[src/hdl/assert_macros.svh]
// Assertion helpers; the bodies vanish when SYNTH is defined.
`ifndef ASSERT_MACROS_SVH
`define ASSERT_MACROS_SVH

`ifndef SYNTH

`define PTGV_ASSERT_NOW(lbl, clk, rst_n, ante, cons) \
    lbl: assert property (@(posedge clk) disable iff (!rst_n) (ante) |-> (cons)) \
        else $error("ptgv assertion failed");

`define PTGV_ASSERT_NEXT(lbl, clk, rst_n, ante, cons) \
    lbl: assert property (@(posedge clk) disable iff (!rst_n) (ante) |=> (cons)) \
        else $error("ptgv assertion failed");

`else

`define PTGV_ASSERT_NOW(lbl, clk, rst_n, ante, cons)

`define PTGV_ASSERT_NEXT(lbl, clk, rst_n, ante, cons)

`endif

`endif

[src/hdl/ptgv_pkg.sv]
package ptgv_pkg;

    localparam int CORDIC_STEPS_DEF = 16;

    localparam int ANG_W = 26;  // angle in 2^-20 rad
    localparam int XY_W  = 34;  // cordic x/y datapath
    localparam int D_W   = 14;  // goal distance
    localparam int R_W   = 11;  // root term / speed

    localparam logic signed [ANG_W-1:0] ANG_PI      = 26'sd3294199;
    localparam logic signed [ANG_W-1:0] ANG_HALF_PI = 26'sd1647100;
    localparam logic signed [ANG_W-1:0] ANG_TWO_PI  = 26'sd6588398;
    localparam logic [19:0]             GAIN_INV    = 20'd636751;

    localparam logic [D_W-1:0] NEAR_LIMIT   = 14'd100;
    localparam logic [R_W-1:0] SPEED_OFFSET = 11'd50;

    typedef enum logic [1:0] {
        MODE_OFFSET = 2'd0,
        MODE_PLAIN  = 2'd1,
        MODE_ROOT   = 2'd2,
        MODE_MAX    = 2'd3
    } t_mode;

    typedef enum logic [2:0] {
        CFG_START_X = 3'd0,
        CFG_START_Y = 3'd1,
        CFG_GOAL_X  = 3'd2,
        CFG_GOAL_Y  = 3'd3,
        CFG_MODE    = 3'd4,
        CFG_MAX_SPD = 3'd5,
        CFG_CRUISE  = 3'd6,
        CFG_GAIN    = 3'd7
    } t_cfg_idx;

    localparam logic signed [12:0] RST_START_X = 13'sd550;
    localparam logic signed [12:0] RST_START_Y = 13'sd75;
    localparam logic signed [12:0] RST_GOAL_X  = 13'sd50;
    localparam logic signed [12:0] RST_GOAL_Y  = 13'sd375;
    localparam logic [9:0]         RST_MAX_SPD = 10'd400;
    localparam logic [9:0]         RST_CRUISE  = 10'd250;
    localparam logic [7:0]         RST_GAIN    = 8'd60;

    typedef struct packed {
        logic signed [D_W-1:0] ex;
        logic signed [D_W-1:0] ey;
        logic signed [14:0]    hd;
    } t_geo;

    typedef struct packed {
        logic far;
        t_geo geo;
    } t_near;

    typedef struct packed {
        logic                 zero;
        logic [R_W-1:0]       speed;
        logic signed [14:0]   hd;
    } t_aim;

    function automatic logic signed [ANG_W-1:0] atan_lut(input int idx);
        logic signed [ANG_W-1:0] v;
        case (idx)
            0:       v = 26'sd823550;
            1:       v = 26'sd486170;
            2:       v = 26'sd256879;
            3:       v = 26'sd130396;
            4:       v = 26'sd65451;
            5:       v = 26'sd32757;
            6:       v = 26'sd16383;
            7:       v = 26'sd8192;
            8:       v = 26'sd4096;
            9:       v = 26'sd2048;
            10:      v = 26'sd1024;
            11:      v = 26'sd512;
            12:      v = 26'sd256;
            13:      v = 26'sd128;
            14:      v = 26'sd64;
            15:      v = 26'sd32;
            16:      v = 26'sd16;
            17:      v = 26'sd8;
            18:      v = 26'sd4;
            19:      v = 26'sd2;
            20:      v = 26'sd1;
            default: v = 26'sd0;
        endcase
        return v;
    endfunction

    // round to Q10.4 and clamp
    function automatic logic signed [14:0] sat_q104(input logic signed [XY_W-1:0] v);
        logic signed [XY_W-1:0] q;
        logic signed [14:0]     r;
        q = (v + XY_W'(32768)) >>> 16;
        if (q > XY_W'(16383)) begin
            r = 15'sd16383;
        end else if (q < -XY_W'(16384)) begin
            r = -15'sd16384;
        end else begin
            r = q[14:0];
        end
        return r;
    endfunction

endpackage

[src/hdl/ptgv_cordic.sv]
module ptgv_cordic import ptgv_pkg::*; #(
    parameter int   STEPS = CORDIC_STEPS_DEF,
    parameter bit   VECT  = 1'b0,
    parameter int   SW    = 1
) (
    input  logic                    i_clk,
    input  logic                    i_rst_n,
    input  logic                    i_en,
    input  logic                    i_vld,
    input  logic signed [XY_W-1:0]  i_x,
    input  logic signed [XY_W-1:0]  i_y,
    input  logic signed [ANG_W-1:0] i_z,
    input  logic [SW-1:0]           i_side,
    output logic                    o_vld,
    output logic signed [XY_W-1:0]  o_x,
    output logic signed [XY_W-1:0]  o_y,
    output logic signed [ANG_W-1:0] o_z,
    output logic [SW-1:0]           o_side
);
    logic                    r_vld  [STEPS];
    logic signed [XY_W-1:0]  r_x    [STEPS];
    logic signed [XY_W-1:0]  r_y    [STEPS];
    logic signed [ANG_W-1:0] r_z    [STEPS];
    logic [SW-1:0]           r_side [STEPS];

    for (genvar s = 0; s < STEPS; s++) begin : g_stage
        logic                    p_vld;
        logic signed [XY_W-1:0]  p_x;
        logic signed [XY_W-1:0]  p_y;
        logic signed [ANG_W-1:0] p_z;
        logic [SW-1:0]           p_side;
        logic signed [XY_W-1:0]  sx;
        logic signed [XY_W-1:0]  sy;
        logic                    turn_neg;
        logic signed [XY_W-1:0]  n_x;
        logic signed [XY_W-1:0]  n_y;
        logic signed [ANG_W-1:0] n_z;

        if (s == 0) begin : g_first
            assign p_vld  = i_vld;
            assign p_x    = i_x;
            assign p_y    = i_y;
            assign p_z    = i_z;
            assign p_side = i_side;
        end else begin : g_next
            assign p_vld  = r_vld[s-1];
            assign p_x    = r_x[s-1];
            assign p_y    = r_y[s-1];
            assign p_z    = r_z[s-1];
            assign p_side = r_side[s-1];
        end

        // vectoring drives y to zero, rotation drives z to zero
        always_comb begin
            sx       = p_x >>> s;
            sy       = p_y >>> s;
            turn_neg = VECT ? (p_y > 0) : (p_z < 0);
            if (turn_neg) begin
                n_x = p_x + sy;
                n_y = p_y - sx;
                n_z = p_z + atan_lut(s);
            end else begin
                n_x = p_x - sy;
                n_y = p_y + sx;
                n_z = p_z - atan_lut(s);
            end
        end

        always_ff @(posedge i_clk) begin
            if (!i_rst_n) begin
                r_vld[s] <= 1'b0;
            end else if (i_en) begin
                r_vld[s] <= p_vld;
            end
        end

        always_ff @(posedge i_clk) begin
            if (i_en) begin
                r_x[s]    <= n_x;
                r_y[s]    <= n_y;
                r_z[s]    <= n_z;
                r_side[s] <= p_side;
            end
        end
    end

    assign o_vld  = r_vld[STEPS-1];
    assign o_x    = r_x[STEPS-1];
    assign o_y    = r_y[STEPS-1];
    assign o_z    = r_z[STEPS-1];
    assign o_side = r_side[STEPS-1];

endmodule
[config.mk]
export PLATFORM = sky130hd
export DESIGN_NAME = ptgv_cordic
export DESIGN_NICKNAME = d
export VERILOG_FILES = /design/src/hdl/assert_macros.svh /design/src/hdl/ptgv_pkg.sv /design/src/hdl/ptgv_cordic.sv
export SDC_FILE = /design/constraint.sdc
export NUM_CORES = 2
export LEC_CHECK = 0
export BUFFER_PORTS_ARGS = -buffer_cell sky130_fd_sc_hd__buf_2
export CORE_MARGIN = 8
export CORE_UTILIZATION = 30
export CTS_CLUSTER_DIAMETER = 200
export DETAILED_ROUTE_END_ITERATION = 10
export SETUP_SLACK_MARGIN = 0.5
export SLEW_MARGIN = 15
export SYNTH_ARGS = -nofsm -noshare
export SYNTH_HDL_FRONTEND = slang
export SYNTH_SLANG_ARGS = --single-unit
[constraint.sdc]
create_clock -name i_clk -period 13 [get_ports i_clk]
set_input_delay 2.6 -clock i_clk [delete_from_list [all_inputs] [get_ports i_clk]]
set_output_delay 2.6 -clock i_clk [all_outputs]
set_load 0.01 [all_outputs]
==> results_dict.tcl <==
set metrics [dict create \
    status "finished clean" \
    yosysWarnings 0 \
    cts_root_buf "clkbuf_16" \
    r2r_cells 21 \
    wl_um 318700 \
    yosysSeqAreaShare 0.3590 \
    grt_pass1_wl_um 507400 \
    dominantRegCellSynth "edfxtp_1" \
    final_common_cell "edfxtp_1" \
    clkSlewWorstSetupHoldPaths_ns 0.06 \
    synth.area.mux_share 0.01172 \
    route.met3.wl_um 11900 \
    layout_setup_ws_ns 6.913 \
    crit_required_ns 13.60 \
    drcViolationCount 0 \
    syn_avg_cell_area_um2 9.580 \
    yosysTopAreaCellShare 0.3589 \
    grt_overflow_total 0 \
    start_kind "flop" \
    clk_latency_ns 0.85 \
    r2r_end "r_y[1][169]$_DFFE_PP_" \
    die_w_um 670.1 \
    yosys.area_share.xor_xnor 0.1315 \
    fin_crit_sh 0.4682 \
    cts_sinks 1535 \
    io_pins 195 \
    synthCells 13400 \
    worst_slew_pin_slew_ns 1.098 \
    endpoint_kind "flop" \
    gp_congestion 0.8873 \
    synth_nets 14960 \
    slowest_stage "nor4b_1" \
    synth_top_family_by_area "compound AO/OA/AOI/OAI gates" \
    grt_max_degree 188 \
    reg2reg_slack_ns 6.91 \
    finalSetupTns_ns 0 \
    nNetsFinal 15190 \
    cts_resized 0 \
    setup_viol 0 \
    die_area_mm2 0.4490 \
    track_usage 0.1348 \
    antenna_found_initial 5 \
    post_cts_buffers 0 \
    cts_tree "done" \
    maxCapViolCount 0 \
    routed-wl-met2_um 158500 \
    mostFrequentLayoutCells "1534 x edfxtp_1, 1519 x a21oi_1, 1418 x ha_1" \
    path_max_fanout 5 \
    whs_endpoint "r_side[1][4]$_DFFE_PP_" \
    fp.dieH_um 670.1 \
    core_area_mm2 0.4267 \
    synth_area_leaders "edfxtp_1 36%, ha_1 14%, xnor2_1 8.9%" \
    io_buffers 194 \
    fin_crit_ns 6.087 \
    grt_pass1_vias 95350 \
    holdWs_ns 0.3956 \
    synth-adder-area-share 0.1459 \
    skew_ns 0.04216 \
    hold_class "flop to flop" \
    wl_per_cell_um 16.38 \
    ys_types 110 \
    finalHoldViolCount 0 \
    drt-initial-drc-count 6275 \
    fmax_mhz 164.3 \
    async_flop_share 0 \
    hold_depth 0 \
    num_vias 98130 \
    rsz0062_at_grt "false" \
    synth_simple_gate_area_share 0.1276 \
    critPathKind "flop to flop" \
    hold_path_startpoint "r_side[1][3]$_DFFE_PP_" \
    dp_hpwl_um 254300 \
    top_layer "met5" \
    std_cell_rows 240 \
    ant_nets 0 \
    synth_seq_cells 1535 \
    cts_buffers 189 \
    yosysTopAreaCell "edfxtp_1" \
    synth_compound_area_frac 0.1971 \
    arrival_ns 6.69 \
    synth_edf_count 1534 \
    cts_max_level 4 \
    pre_cts_slack_ns 6.475 \
    start_util 0.3008 \
    slew_headroom 0.2611 \
    drtPass1Iterations 6 \
    drv_slew 0 \
    area_delta_synth_final_pct 10.67 \
    netlist_area_mm2 0.1284 \
    hold_buffers 0 \
    cpPeakStageDelay_ns 0.82 \
    path_cells "inv_1, ha_1, nand2_1, nor3_1, nand2_1, or4_1, nor4b_1, a21oi_1, xnor2_1, ha_1, nand4_1, a211oi_1, o311ai_0, o211ai_1, o221ai_1, o21ai_1, o41a_1, nand3_1, a21boi_1, o41ai_2, xnor2_1" \
    met1Wirelength_um 138900 \
    cts_buffer_depth 4 \
    drive_gt1_frac 0.05101 \
    r2r_start "r_x[1][114]$_DFFE_PP_" \
    avgViaCountPerCell 5.045 \
]
[metal layers]
layer  track usage  vias to the layer above
met5             0                        -
met4       0.03784                        2
met3       0.01589                      524
met2        0.2476                     1828
met1        0.1650                    45880
li1              -                    49890
[how the worst max path moves through the flow]
| stage | from | end | slack [ns] | cells after the start |
|---|---|---|---|---|
| 6_report | r_x[1][114]$_DFFE_PP_ | r_y[1][169]$_DFFE_PP_ | 6.91 | 21 |
| 4_1_cts | r_x[1][114]$_DFFE_PP_ | r_y[1][169]$_DFFE_PP_ | 7.12 | 21 |
| 2_1_floorplan | i_z[25] | r_z[0][23]$_DFFE_PP_ | 7.10 | 14 |
| 3_5_place_dp | i_x[0] | r_x[0][28]$_DFFE_PP_ | 6.48 | 15 |
| 5_1_grt | r_x[1][114]$_DFFE_PP_ | r_y[1][169]$_DFFE_PP_ | 6.56 | 21 |
| 3_3_place_gp | i_x[0] | r_x[0][28]$_DFFE_PP_ | 6.53 | 15 |
[Yosys cell counts (all sizes together), types with 39 or more instances]
master  number
nor4       103
nor2      1214
mux2        56
a21o       614
o211ai      66
nand2b     199
mux2i       86
a21boi      52
a211oi     135
or3         82
edfxtp    1534
or4         39
nor2b      176
o41ai       51
fa          49
xnor2     1301
nand2      584
buf         40
xor2       623
a31oi      151
inv        702
o31ai       61
nor3b       40
or2         42
nand3      189
nand4      103
and2        70
clkbuf     181
nor3       353
o21bai     203
o21a       179
and3       103
o21ai      635
ha        1418
a21oi     1521
[logic make-up after synthesis]
family | after synthesis
AO/OA/AOI/OAI | 4019
XOR/XNOR | 1924
adder cells (fa/ha/maj) | 1467
buffers and inverters | 927
flip-flops | 1535
multiplexers | 142
AND/OR/NAND/NOR | 3384
[sequential cells by signal (all words and copies together), names as in the netlist]
register,cells
r_vld,16
r_z,416
r_x,544
r_y,543
r_side,16
[cell type report]
class	count	area, µm²
diodes	3	7.507
clock buffers	213	4841
clock inverters	120	1087
fillers	43500	284700
inverters	706	2650
multi-input cells	10940	78790
flip-flops and latches	1535	46080
well taps	5687	7116
repair buffers	252	1474
[metrics by stage]
| stage | std cells | utilization | cell area [µm²] |
|---|---|---|---|
| after floorplan | 13400 | - | 128400 |
| after global routing | 19450 | 0.3329 | 142000 |
| after detailed placement | 19120 | 0.3190 | 136100 |
| after CTS | 19450 | 0.3329 | 142000 |
| final | 19450 | 0.3329 | 142100 |
| after global placement | 19120 | 0.3190 | 136100 |
[critical path: cells and delay by family (launching register included)]
| family | cells | cell delay (ns) |
|---|---|---|
| adders and majority gates | 2 | 0.58 |
| buffers and inverters | 1 | 0.12 |
| xor gates and xnor gates | 2 | 0.29 |
| and+or+nand+nor | 7 | 2.18 |
| DFF | 1 | 0.50 |
| AOI/OAI and AO/OA | 9 | 2.18 |
Power is left out: the tool's default activity adds up to more than one toggle a clock period on the data nets, which glitch-free logic cannot reach.
