$ cat src/hdl/assert_macros.svh
// Assertion helpers; the bodies vanish when SYNTH is defined.
`ifndef ASSERT_MACROS_SVH
`define ASSERT_MACROS_SVH

`ifndef SYNTH

`define PTGV_ASSERT_NOW(lbl, clk, rst_n, ante, cons) \
    lbl: assert property (@(posedge clk) disable iff (!rst_n) (ante) |-> (cons)) \
        else $error("ptgv assertion failed");

`define PTGV_ASSERT_NEXT(lbl, clk, rst_n, ante, cons) \
    lbl: assert property (@(posedge clk) disable iff (!rst_n) (ante) |=> (cons)) \
        else $error("ptgv assertion failed");

`else

`define PTGV_ASSERT_NOW(lbl, clk, rst_n, ante, cons)

`define PTGV_ASSERT_NEXT(lbl, clk, rst_n, ante, cons)

`endif

`endif

$ cat src/hdl/ptgv_pkg.sv
package ptgv_pkg;

    localparam int CORDIC_STEPS_DEF = 16;

    localparam int ANG_W = 26;  // angle in 2^-20 rad
    localparam int XY_W  = 34;  // cordic x/y datapath
    localparam int D_W   = 14;  // goal distance
    localparam int R_W   = 11;  // root term / speed

    localparam logic signed [ANG_W-1:0] ANG_PI      = 26'sd3294199;
    localparam logic signed [ANG_W-1:0] ANG_HALF_PI = 26'sd1647100;
    localparam logic signed [ANG_W-1:0] ANG_TWO_PI  = 26'sd6588398;
    localparam logic [19:0]             GAIN_INV    = 20'd636751;

    localparam logic [D_W-1:0] NEAR_LIMIT   = 14'd100;
    localparam logic [R_W-1:0] SPEED_OFFSET = 11'd50;

    typedef enum logic [1:0] {
        MODE_OFFSET = 2'd0,
        MODE_PLAIN  = 2'd1,
        MODE_ROOT   = 2'd2,
        MODE_MAX    = 2'd3
    } t_mode;

    typedef enum logic [2:0] {
        CFG_START_X = 3'd0,
        CFG_START_Y = 3'd1,
        CFG_GOAL_X  = 3'd2,
        CFG_GOAL_Y  = 3'd3,
        CFG_MODE    = 3'd4,
        CFG_MAX_SPD = 3'd5,
        CFG_CRUISE  = 3'd6,
        CFG_GAIN    = 3'd7
    } t_cfg_idx;

    localparam logic signed [12:0] RST_START_X = 13'sd550;
    localparam logic signed [12:0] RST_START_Y = 13'sd75;
    localparam logic signed [12:0] RST_GOAL_X  = 13'sd50;
    localparam logic signed [12:0] RST_GOAL_Y  = 13'sd375;
    localparam logic [9:0]         RST_MAX_SPD = 10'd400;
    localparam logic [9:0]         RST_CRUISE  = 10'd250;
    localparam logic [7:0]         RST_GAIN    = 8'd60;

    typedef struct packed {
        logic signed [D_W-1:0] ex;
        logic signed [D_W-1:0] ey;
        logic signed [14:0]    hd;
    } t_geo;

    typedef struct packed {
        logic far;
        t_geo geo;
    } t_near;

    typedef struct packed {
        logic                 zero;
        logic [R_W-1:0]       speed;
        logic signed [14:0]   hd;
    } t_aim;

    function automatic logic signed [ANG_W-1:0] atan_lut(input int idx);
        logic signed [ANG_W-1:0] v;
        case (idx)
            0:       v = 26'sd823550;
            1:       v = 26'sd486170;
            2:       v = 26'sd256879;
            3:       v = 26'sd130396;
            4:       v = 26'sd65451;
            5:       v = 26'sd32757;
            6:       v = 26'sd16383;
            7:       v = 26'sd8192;
            8:       v = 26'sd4096;
            9:       v = 26'sd2048;
            10:      v = 26'sd1024;
            11:      v = 26'sd512;
            12:      v = 26'sd256;
            13:      v = 26'sd128;
            14:      v = 26'sd64;
            15:      v = 26'sd32;
            16:      v = 26'sd16;
            17:      v = 26'sd8;
            18:      v = 26'sd4;
            19:      v = 26'sd2;
            20:      v = 26'sd1;
            default: v = 26'sd0;
        endcase
        return v;
    endfunction

    // round to Q10.4 and clamp
    function automatic logic signed [14:0] sat_q104(input logic signed [XY_W-1:0] v);
        logic signed [XY_W-1:0] q;
        logic signed [14:0]     r;
        q = (v + XY_W'(32768)) >>> 16;
        if (q > XY_W'(16383)) begin
            r = 15'sd16383;
        end else if (q < -XY_W'(16384)) begin
            r = -15'sd16384;
        end else begin
            r = q[14:0];
        end
        return r;
    endfunction

endpackage

$ cat src/hdl/ptgv_isqrt.sv
module ptgv_isqrt import ptgv_pkg::*; #(
    parameter int OW = D_W,
    parameter int SW = 1
) (
    input  logic              i_clk,
    input  logic              i_rst_n,
    input  logic              i_en,
    input  logic              i_vld,
    input  logic [2*OW-1:0]   i_n,
    input  logic [SW-1:0]     i_side,
    output logic              o_vld,
    output logic [OW-1:0]     o_root,
    output logic [SW-1:0]     o_side
);
    localparam int IW = 2 * OW;
    localparam int RW = OW + 2;

    logic              r_vld  [OW];
    logic [RW-1:0]     r_rem  [OW];
    logic [OW-1:0]     r_root [OW];
    logic [IW-1:0]     r_n    [OW];
    logic [SW-1:0]     r_side [OW];

    // one result bit per stage, restoring
    for (genvar s = 0; s < OW; s++) begin : g_stage
        logic              p_vld;
        logic [RW-1:0]     p_rem;
        logic [OW-1:0]     p_root;
        logic [IW-1:0]     p_n;
        logic [SW-1:0]     p_side;
        logic [RW+1:0]     rem_sh;
        logic [RW+1:0]     trial;
        logic [RW-1:0]     n_rem;
        logic [OW-1:0]     n_root;

        if (s == 0) begin : g_first
            assign p_vld  = i_vld;
            assign p_rem  = '0;
            assign p_root = '0;
            assign p_n    = i_n;
            assign p_side = i_side;
        end else begin : g_next
            assign p_vld  = r_vld[s-1];
            assign p_rem  = r_rem[s-1];
            assign p_root = r_root[s-1];
            assign p_n    = r_n[s-1];
            assign p_side = r_side[s-1];
        end

        always_comb begin
            rem_sh = {p_rem, p_n[IW-1-2*s -: 2]};
            trial  = {2'b00, p_root, 2'b01};
            if (rem_sh >= trial) begin
                n_rem  = RW'(rem_sh - trial);
                n_root = {p_root[OW-2:0], 1'b1};
            end else begin
                n_rem  = RW'(rem_sh);
                n_root = {p_root[OW-2:0], 1'b0};
            end
        end

        always_ff @(posedge i_clk) begin
            if (!i_rst_n) begin
                r_vld[s] <= 1'b0;
            end else if (i_en) begin
                r_vld[s] <= p_vld;
            end
        end

        always_ff @(posedge i_clk) begin
            if (i_en) begin
                r_rem[s]  <= n_rem;
                r_root[s] <= n_root;
                r_n[s]    <= p_n;
                r_side[s] <= p_side;
            end
        end
    end

    assign o_vld  = r_vld[OW-1];
    assign o_root = r_root[OW-1];
    assign o_side = r_side[OW-1];

endmodule

$ cat config.mk
export PLATFORM = sky130hd
export DESIGN_NAME = ptgv_isqrt
export DESIGN_NICKNAME = d
export VERILOG_FILES = /design/src/hdl/assert_macros.svh /design/src/hdl/ptgv_pkg.sv /design/src/hdl/ptgv_isqrt.sv
export SDC_FILE = /design/constraint.sdc
export NUM_CORES = 1
export LEC_CHECK = 0
export BUFFER_PORTS_ARGS = -buffer_cell sky130_fd_sc_hd__buf_4
export CORE_MARGIN = 1.5
export CORE_UTILIZATION = 45
export DETAILED_ROUTE_END_ITERATION = 8
export HOLD_SLACK_MARGIN = 0.06
export SLEW_MARGIN = 20
export SYNTH_ARGS = -nofsm -noshare
export SYNTH_HDL_FRONTEND = slang
export SYNTH_SLANG_ARGS = --single-unit
$ cat constraint.sdc
create_clock -name i_clk -period 4.05 [get_ports i_clk]
set_clock_uncertainty 0.15 [all_clocks]
set_input_delay 0.2025 -clock i_clk [delete_from_list [all_inputs] [get_ports i_clk]]
set_output_delay 0.2025 -clock i_clk [all_outputs]
set_load 0.05 [all_outputs]
==> key figures, run 1 <==
Clock tree
  • Clock transition at path regs: 0.06 ns
  • Clock Root Buffer: clkbuf_16
  • TritonCTS buffer count: 55
  • Clock tree from TritonCTS: built
  • Max Root-Sink Buffers: 3
  • Htree depth: 2
  • Skew-Pair Late Insertion Delay: 0.62 ns
  • # resized after CTS: 0
  • CTS sink cnt: 507

Detailed routing
  • M1 wire length: ~17000 um
  • Initial detailed-routing violation count: just over 800
  • DR WL met2: roughly 18000 um
  • DR vias: 13.2k
  • Drt first pass iters: 5
  • Met3 Routed Length: around 1700 um
  • Drt wl/cell: 15.3 um
  • # DRC: 0
  • Top sig layer: met5
  • Via/cell ratio: 5.22
  • DRT antenna net count: 0
  • Routed wire length: slightly below 40000 um

Critical path
  • R2R Path Start: r_rem[4][0]
  • Crit. End Element: flip-flop
  • WP data required: between 4 and 5 ns
  • Critical path data arrival time: 3.44 ns
  • Top cell by count, worst path: o21ai_0
  • Worst-path cell chain: ha_1 > nor2b_1 > o21ai_0 > a21oi_1 > o21ai_0 > nand2_2 > mux2_4
  • Crit-path max FO: 12
  • R2R cell count: 7
  • Buffer and inverter count on the worst path: 0
  • Crit path from: r_rem[4][0]
  • Critical path's slowest cell: o21ai_0
  • CP startpoint kind: flip-flop
  • Worst reg-to-reg setup slack: 0.83 ns
  • Critical Path End: r_rem[4][25]
  • Crit path max-delay family: compound AO/OA/AOI/OAI gates
  • Reg2reg end: r_rem[4][25]
  • WP depth: 7
  • Worst setup path class: reg -> reg
  • Max stage delay on crit path: 0.53 ns

Pwr
  • Max rail drop VDD: between 300 and 400 uV
  • Pwr Total: 13.3 mW
  • P_leak: 10.2 nW
  • Power density over the cells: slightly above 500 nW/um^2

Place
  • Detailed Place HPWL: about 26000 um
  • Routability Congestion: 0.843
  • PortBufs: 48

STA
  • Fin Setup TNS: 0 ns
  • Final setup fails: 0
  • Slew HR: roughly 41%
  • Worst Tran Pin Value: 0.877 ns
  • Crit path time final: 3.22 ns
  • Max Slew Vio Count: 0
  • Max Fclk: between 300 and 400 MHz
  • Worst hold slack: approximately 0.15 ns
  • RSZ-0062 raised after global routing: false
  • Tcrit/Tclk final: 79.6%
  • Final Hold Violating Endpoints: 0

Die
  • Chip Width: roughly 230 um
  • DIE AREA: 52700 um^2
  • Row Count: 82
  • Starting Density: 45.9%
  • I/O pin total: approximately 50
  • Core Area: 50400 um^2
  • Die H: 230 um

Flow run
  • # Max-Cap Violations: 0

Synthesis
  • Synth area leaders: edfxtp_1 (66%), ha_1 (6.4%), xnor2_1 (2.9%)
  • FFs w/ async S/R, synth: 0%
  • Synthesized area per cell: 13.7 um^2
  • Area fraction of the dominant cell type after synthesis: between 60% and 70%
  • Synth cell types: 74
  • Post-synth top flop: edfxtp_1
  • FF+latch count, synth: 507
  • Post-Syn Instances: 1684
  • Post-Syn Area: 23100 um^2
  • Mapped Nets: 1836
  • Number of synthesis warnings: 0
  • Post-synth top area cell: edfxtp_1
  • Number of synthesized flops with an enable pin: 506
  • Sequential-to-total area share from yosys stat: between 60% and 70%

Global routing
  • First-pass GRT wire length: 63500 um
  • Gr usage total: approximately 15%
  • Largest net degree at the start of global routing: 121
  • Gr ovfl total: 0
  • Antenna violations before repair: 1
  • Vias in the first global route: roughly 13k

Outcome
  • Outcome: completed

Layout
  • Area growth syn-to-layout: 14.3%
  • Final Util: 52.4%
  • N_diodes: 0
  • Nets: slightly below 2k
  • Share of layout cells above drive strength 1: between 10% and 20%
  • Fillers: 4180

Hold path
  • Hold Path Class: in -> reg
[placed cells by master, fill, tap and decap left out, drive strengths merged, types with 6 or more instances in the layout]
cell,Yosys,layout
nor2,114,114
o21bai,9,9
mux2,37,37
nand3,26,26
clkbuf,20,63
a21oi,91,91
nand4,12,12
nor4,23,23
nand2,59,59
edfxtp,506,506
or4,12,12
or2,6,6
o31ai,13,13
o21ai,64,64
nor2b,15,15
mux2i,6,6
buf,4,58
xnor2,77,77
inv,149,152
clkinv,1,28
a21boi,10,10
a21o,21,21
a211oi,9,9
o211ai,14,14
or3,25,25
ha,119,119
xor2,52,52
and2,7,7
o21a,30,30
nor3,41,41
and3,25,25
dlygate4sd3,0,33
nand2b,17,17
[power by group]
group          total (mW)  switching (mW)  internal (mW)
Combinational        1.78           0.970          0.809
Clock                4.80            2.00           2.81
Sequential           6.71           0.282           6.43
Total                13.3            3.25           10.0
[flip-flops by register name, summed over array words and instances (netlist names)]
signal,cells
r_rem,192
r_side,14
r_n,182
r_root,105
r_vld,14
[cells by family after synthesis]
family / after synthesis / synth area share [%]
flops: 507 / 65.8
simple gates: 403 / 9.20
compound gates: 308 / 8.63
buf+inv: 174 / 2.87
xor+xnor: 129 / 4.89
fa+ha+maj: 119 / 6.44
mux: 43 / 2.14
other cells: 1 / 0.0162
[worst register-to-register path, stage by stage, from the launching register on]
cell,delay (ns)
edfxtp_1,0.39
ha_1,0.37
nor2b_1,0.15
o21ai_0,0.37
a21oi_1,0.24
o21ai_0,0.53
nand2_2,0.38
mux2_4,0.39
[metal layers]
layer  track usage [%]  up-vias
met5                 0        -
met4              5.90        2
met3              2.90       78
met2              25.0      251
met1              18.6     6274
li1                  -     6552
[synth_stat cells (4+ instances only)]
| master | n |
|---|---|
| mux2_4 | 5 |
| inv_1 | 149 |
| nand2_1 | 58 |
| nor3_1 | 39 |
| nor2_1 | 113 |
| o21ai_0 | 63 |
| mux2i_1 | 6 |
| a21o_1 | 21 |
| and2_1 | 7 |
| nor4_1 | 22 |
| clkbuf_1 | 20 |
| a21oi_1 | 91 |
| and3_1 | 25 |
| nor2b_1 | 15 |
| or2_2 | 5 |
| xor2_1 | 52 |
| o21a_1 | 30 |
| a211oi_1 | 9 |
| o31a_1 | 5 |
| nand2b_1 | 17 |
| edfxtp_1 | 506 |
| a31o_2 | 4 |
| a2111oi_0 | 5 |
| mux2_2 | 32 |
| or3_1 | 24 |
| or4_1 | 10 |
| o211ai_1 | 13 |
| o21bai_1 | 9 |
| nand3b_1 | 4 |
| xnor2_1 | 77 |
| ha_1 | 119 |
| o2111ai_1 | 4 |
| o31ai_1 | 13 |
| nand4_1 | 12 |
| a21boi_0 | 8 |
| nand3_1 | 26 |
| a211o_1 | 4 |
| a311oi_1 | 4 |
[what timing repair did]
item / 4_1_cts / 5_1_grt
hold buffers: 33 / 0
hold endpoints to repair: 139 / 0
setup buffers: 0 / 0
[worst min path at each step]
stage | start | end | slack, ns | cells past startpoint
floorplan | i_n[0] | r_n[0][0] | 0.15 | 0
global placement | i_n[5] | r_n[0][5] | 0.23 | 1
detailed placement | i_n[23] | r_n[0][23] | 0.23 | 1
CTS | i_n[6] | r_n[0][6] | 0.11 | 2
global route | i_side | r_side[0][0] | 0.12 | 2
finish | i_n[11] | r_n[0][11] | 0.15 | 2
[area by class of cell]
class                   count  area (um^2)  area share [%]
repair buffers             91          811            3.07
clock buffers              63         1410            5.32
well taps                 672          841            3.18
multi-input cells        1003         7240            27.4
inverters                 150          563            2.13
clock inverters            36          343            1.30
flip-flops and latches    507        15200            57.6
[stage by stage]
stage	worst slack, ns	cells	instance area [um^2]
2_1_floorplan	1.31	1684	23100
3_3_place_gp	0.925	2390	24300
3_5_place_dp	0.899	2390	24300
4_1_cts	0.874	2522	26400
5_1_grt	0.670	2522	26400
6_report	0.827	2522	26400
Note: power is estimated with default switching activity, not from simulation.
==> run 2, diff against run 1 <==
- clock period: 4.05 -> 3.3 ns (I/O delays scaled with it)
==> key figures, run 2 (same netlist as run 1, synthesis figures left out) <==
Outcome
  • Outcome: completed

Place
  • Routability Congestion: 0.848 (+0.66%)
  • Detailed Place HPWL: 26800 um (+2.0%)
  • Dpl cells: 2405 (+0.63%)
  • Setup WS pre-CTS: 0.208 ns (-0.691 ns)
  • PortBufs: 48 (unchanged)

Pwr
  • Switching share of power: 24.7% (+0.23 points)
  • Flop pwr share: 50.2% (-0.3 points)
  • P_leak: 10.3 nW (+1.3%)
  • P_sw: 4.05 mW (+25%)
  • Clock power share: 36.3% (+0.2 points)
  • Max rail drop VDD: 464 uV (+24%)
  • Power density over the cells: 617 nW/um^2 (+23%)
  • Logic pwr share: 13.5% (about the same)
  • Cell Int Power: 12.4 mW (+23%)

Layout
  • Most common cell after layout, fill and taps aside: edfxtp_1
  • Largest regs: r_rem: 192 flops, r_n: 182 flops, r_root: 105 flops
  • Final Util: 52.8% (+0.40 points)
  • Area growth syn-to-layout: 15.1%
  • Largest register FFs: 192 (unchanged)
  • N_diodes: 0 (unchanged)
  • Non-filler cells, final: 2541 (+0.75%)
  • Most frequent cells in the layout: edfxtp_1 (506), inv_1 (149), ha_1 (119)
  • Top reg by flops: r_rem
  • Share of layout cells above drive strength 1: 11.8% (+1.6 points)
  • Nets: 1976 (+0.82%)

Critical path
  • Worst setup path class: reg -> reg
  • CP startpoint kind: flip-flop
  • Max stage delay on crit path: 0.44 ns (-0.09 ns)
  • Crit. End Element: flip-flop
  • WP data required: 3.51 ns (-0.75 ns)
  • Crit-path max FO: 12 (unchanged)
  • Worst reg-to-reg setup slack: 0.31 ns (-0.52 ns)
  • Crit path max-delay family: compound AO/OA/AOI/OAI gates
  • Worst-path cell chain: ha_1 > a21oi_1 > o21ai_0 > or4_1 > o21bai_1 > nand2_1 > buf_4 > mux2_2
  • Critical path's slowest cell: or4_1
  • Critical path data arrival time: 3.20 ns (-0.24 ns)
  • Buffer and inverter count on the worst path: 1 (+1)

STA
  • Slew HR: 43.7% (+2.5 points)
  • Max Fclk: 334 MHz (+7.7%)
  • Tcrit/Tclk final: 90.6% (+11 points)
  • Worst Tran Pin Value: 0.845 ns (-0.0319 ns)
  • RSZ-0062 raised after global routing: false
  • Worst hold slack: 0.116 ns (-0.0291 ns)
  • Fin Setup TNS: 0 ns (unchanged)
  • Max Slew Vio Count: 0 (unchanged)
  • Final Hold Violating Endpoints: 0 (unchanged)
  • Crit path time final: 2.99 ns (-0.232 ns)
  • Final setup fails: 0 (unchanged)
  • Final worst slack: 0.309 ns (-0.518 ns)

Die
  • I/O pin total: 49 (unchanged)
  • Starting Density: 45.9% (unchanged)
  • Chip Width: 230 um (unchanged)
  • Row Count: 82 (unchanged)
  • DIE AREA: 52700 um^2 (unchanged)
  • Core Area: 50400 um^2 (unchanged)
  • Die H: 230 um (unchanged)

Clock tree
  • Clock transition at path regs: 0.06 ns (about the same)
  • Htree depth: 2 (unchanged)
  • Max Root-Sink Buffers: 3 (unchanged)
  • Skew-Pair Late Insertion Delay: 0.62 ns (about the same)
  • CTS sink cnt: 507 (unchanged)
  • TritonCTS buffer count: 54 (-1.8%)
  • Clock Root Buffer: clkbuf_16
  • Clock tree from TritonCTS: built

Hold path
  • Hold Path Class: in -> reg

Global routing
  • Largest net degree at the start of global routing: 142 (+17%)
  • First-pass GRT wire length: 64200 um (+1.1%)
  • Gr usage total: 14.9% (+0.21 points)
  • Vias in the first global route: 13.0k (-1.2%)
  • Antenna violations before repair: 0 (-1)
  • Gr ovfl total: 0 (unchanged)

Detailed routing
  • Routed wire length: 39400 um (+2.3%)
  • Drt wl/cell: 15.5 um (+1.6%)
  • Initial detailed-routing violation count: 821 (+1.7%)
  • # DRC: 0 (unchanged)
  • Via/cell ratio: 5.20 (-0.30%)
  • DR vias: 13.2k (+0.46%)
  • DRT antenna net count: 0 (unchanged)
  • Drt first pass iters: 7 (+2)

Flow run
  • # Max-Cap Violations: 0 (unchanged)
run 2: cell types whose count changed in the layout (fill, tap and decap cells not counted), sizes merged:
cell / delta
clkbuf: -2
inv: -3
buf: +15
dlygate4sd3: +2
clkinv: +5
clkinvlp: +2
run 2: metal layers:
layer / GRT usage [%] / routed length (um) / up-vias
met5: 0 / 0 / -
met4: 5.96 / 1100 / 0
met3: 2.55 / 1650 / 76
met2: 24.8 / 18700 / 243
met1: 19.6 / 18000 / 6309
li1: - / - / 6589
run 2: layout make-up:
cell class	count	area, um^2
Clock buffer	61	1410
Clock inverter	40	384
Fill cell	4110	23800
Inverter	150	563
Multi-Input combinational cell	1003	7240
Sequential cell	507	15200
Tap cell	672	841
Timing Repair Buffer	108	968
run 2: power groups by stage:
| stage | combinational [mW] | sequential (mW) | clock, mW |
|---|---|---|---|
| after CTS | 2.22 | 8.25 | 6.17 |
| after detailed placement | 2.16 | 8.38 | 0 |
| after global placement | 2.12 | 8.37 | 0 |
| after floorplan | 1.57 | 8.28 | 0 |
| final | 2.22 | 8.24 | 5.97 |
| after global routing | 2.47 | 8.31 | 6.41 |
run 2: timing repair:
action                                  in CTS  in global routing
endpoints found under the setup margin       0                  9
hold buffers                                35                  0
hold endpoints to repair                    68                  0
resized for setup                            0                  1
buffers inserted                             0                  0
run 2: metrics by stage:
step | instance area (um^2) | total power, mW
6_report | 26600 | 16.4
5_1_grt | 26600 | 17.2
4_1_cts | 26600 | 16.6
3_5_place_dp | 24500 | 10.5
3_3_place_gp | 24500 | 10.5
2_1_floorplan | 23100 | 9.84
run 2: final timing paths:
path | startpoint | end | cells after the start
worst max-delay path | r_rem[5][23] | r_rem[6][3] | 8
worst min-delay path | i_n[9] | r_n[0][9] | 2
worst max register to register | r_rem[5][23] | r_rem[6][3] | 8
worst min register to register | r_n[3][8] | r_n[3][36] | 0
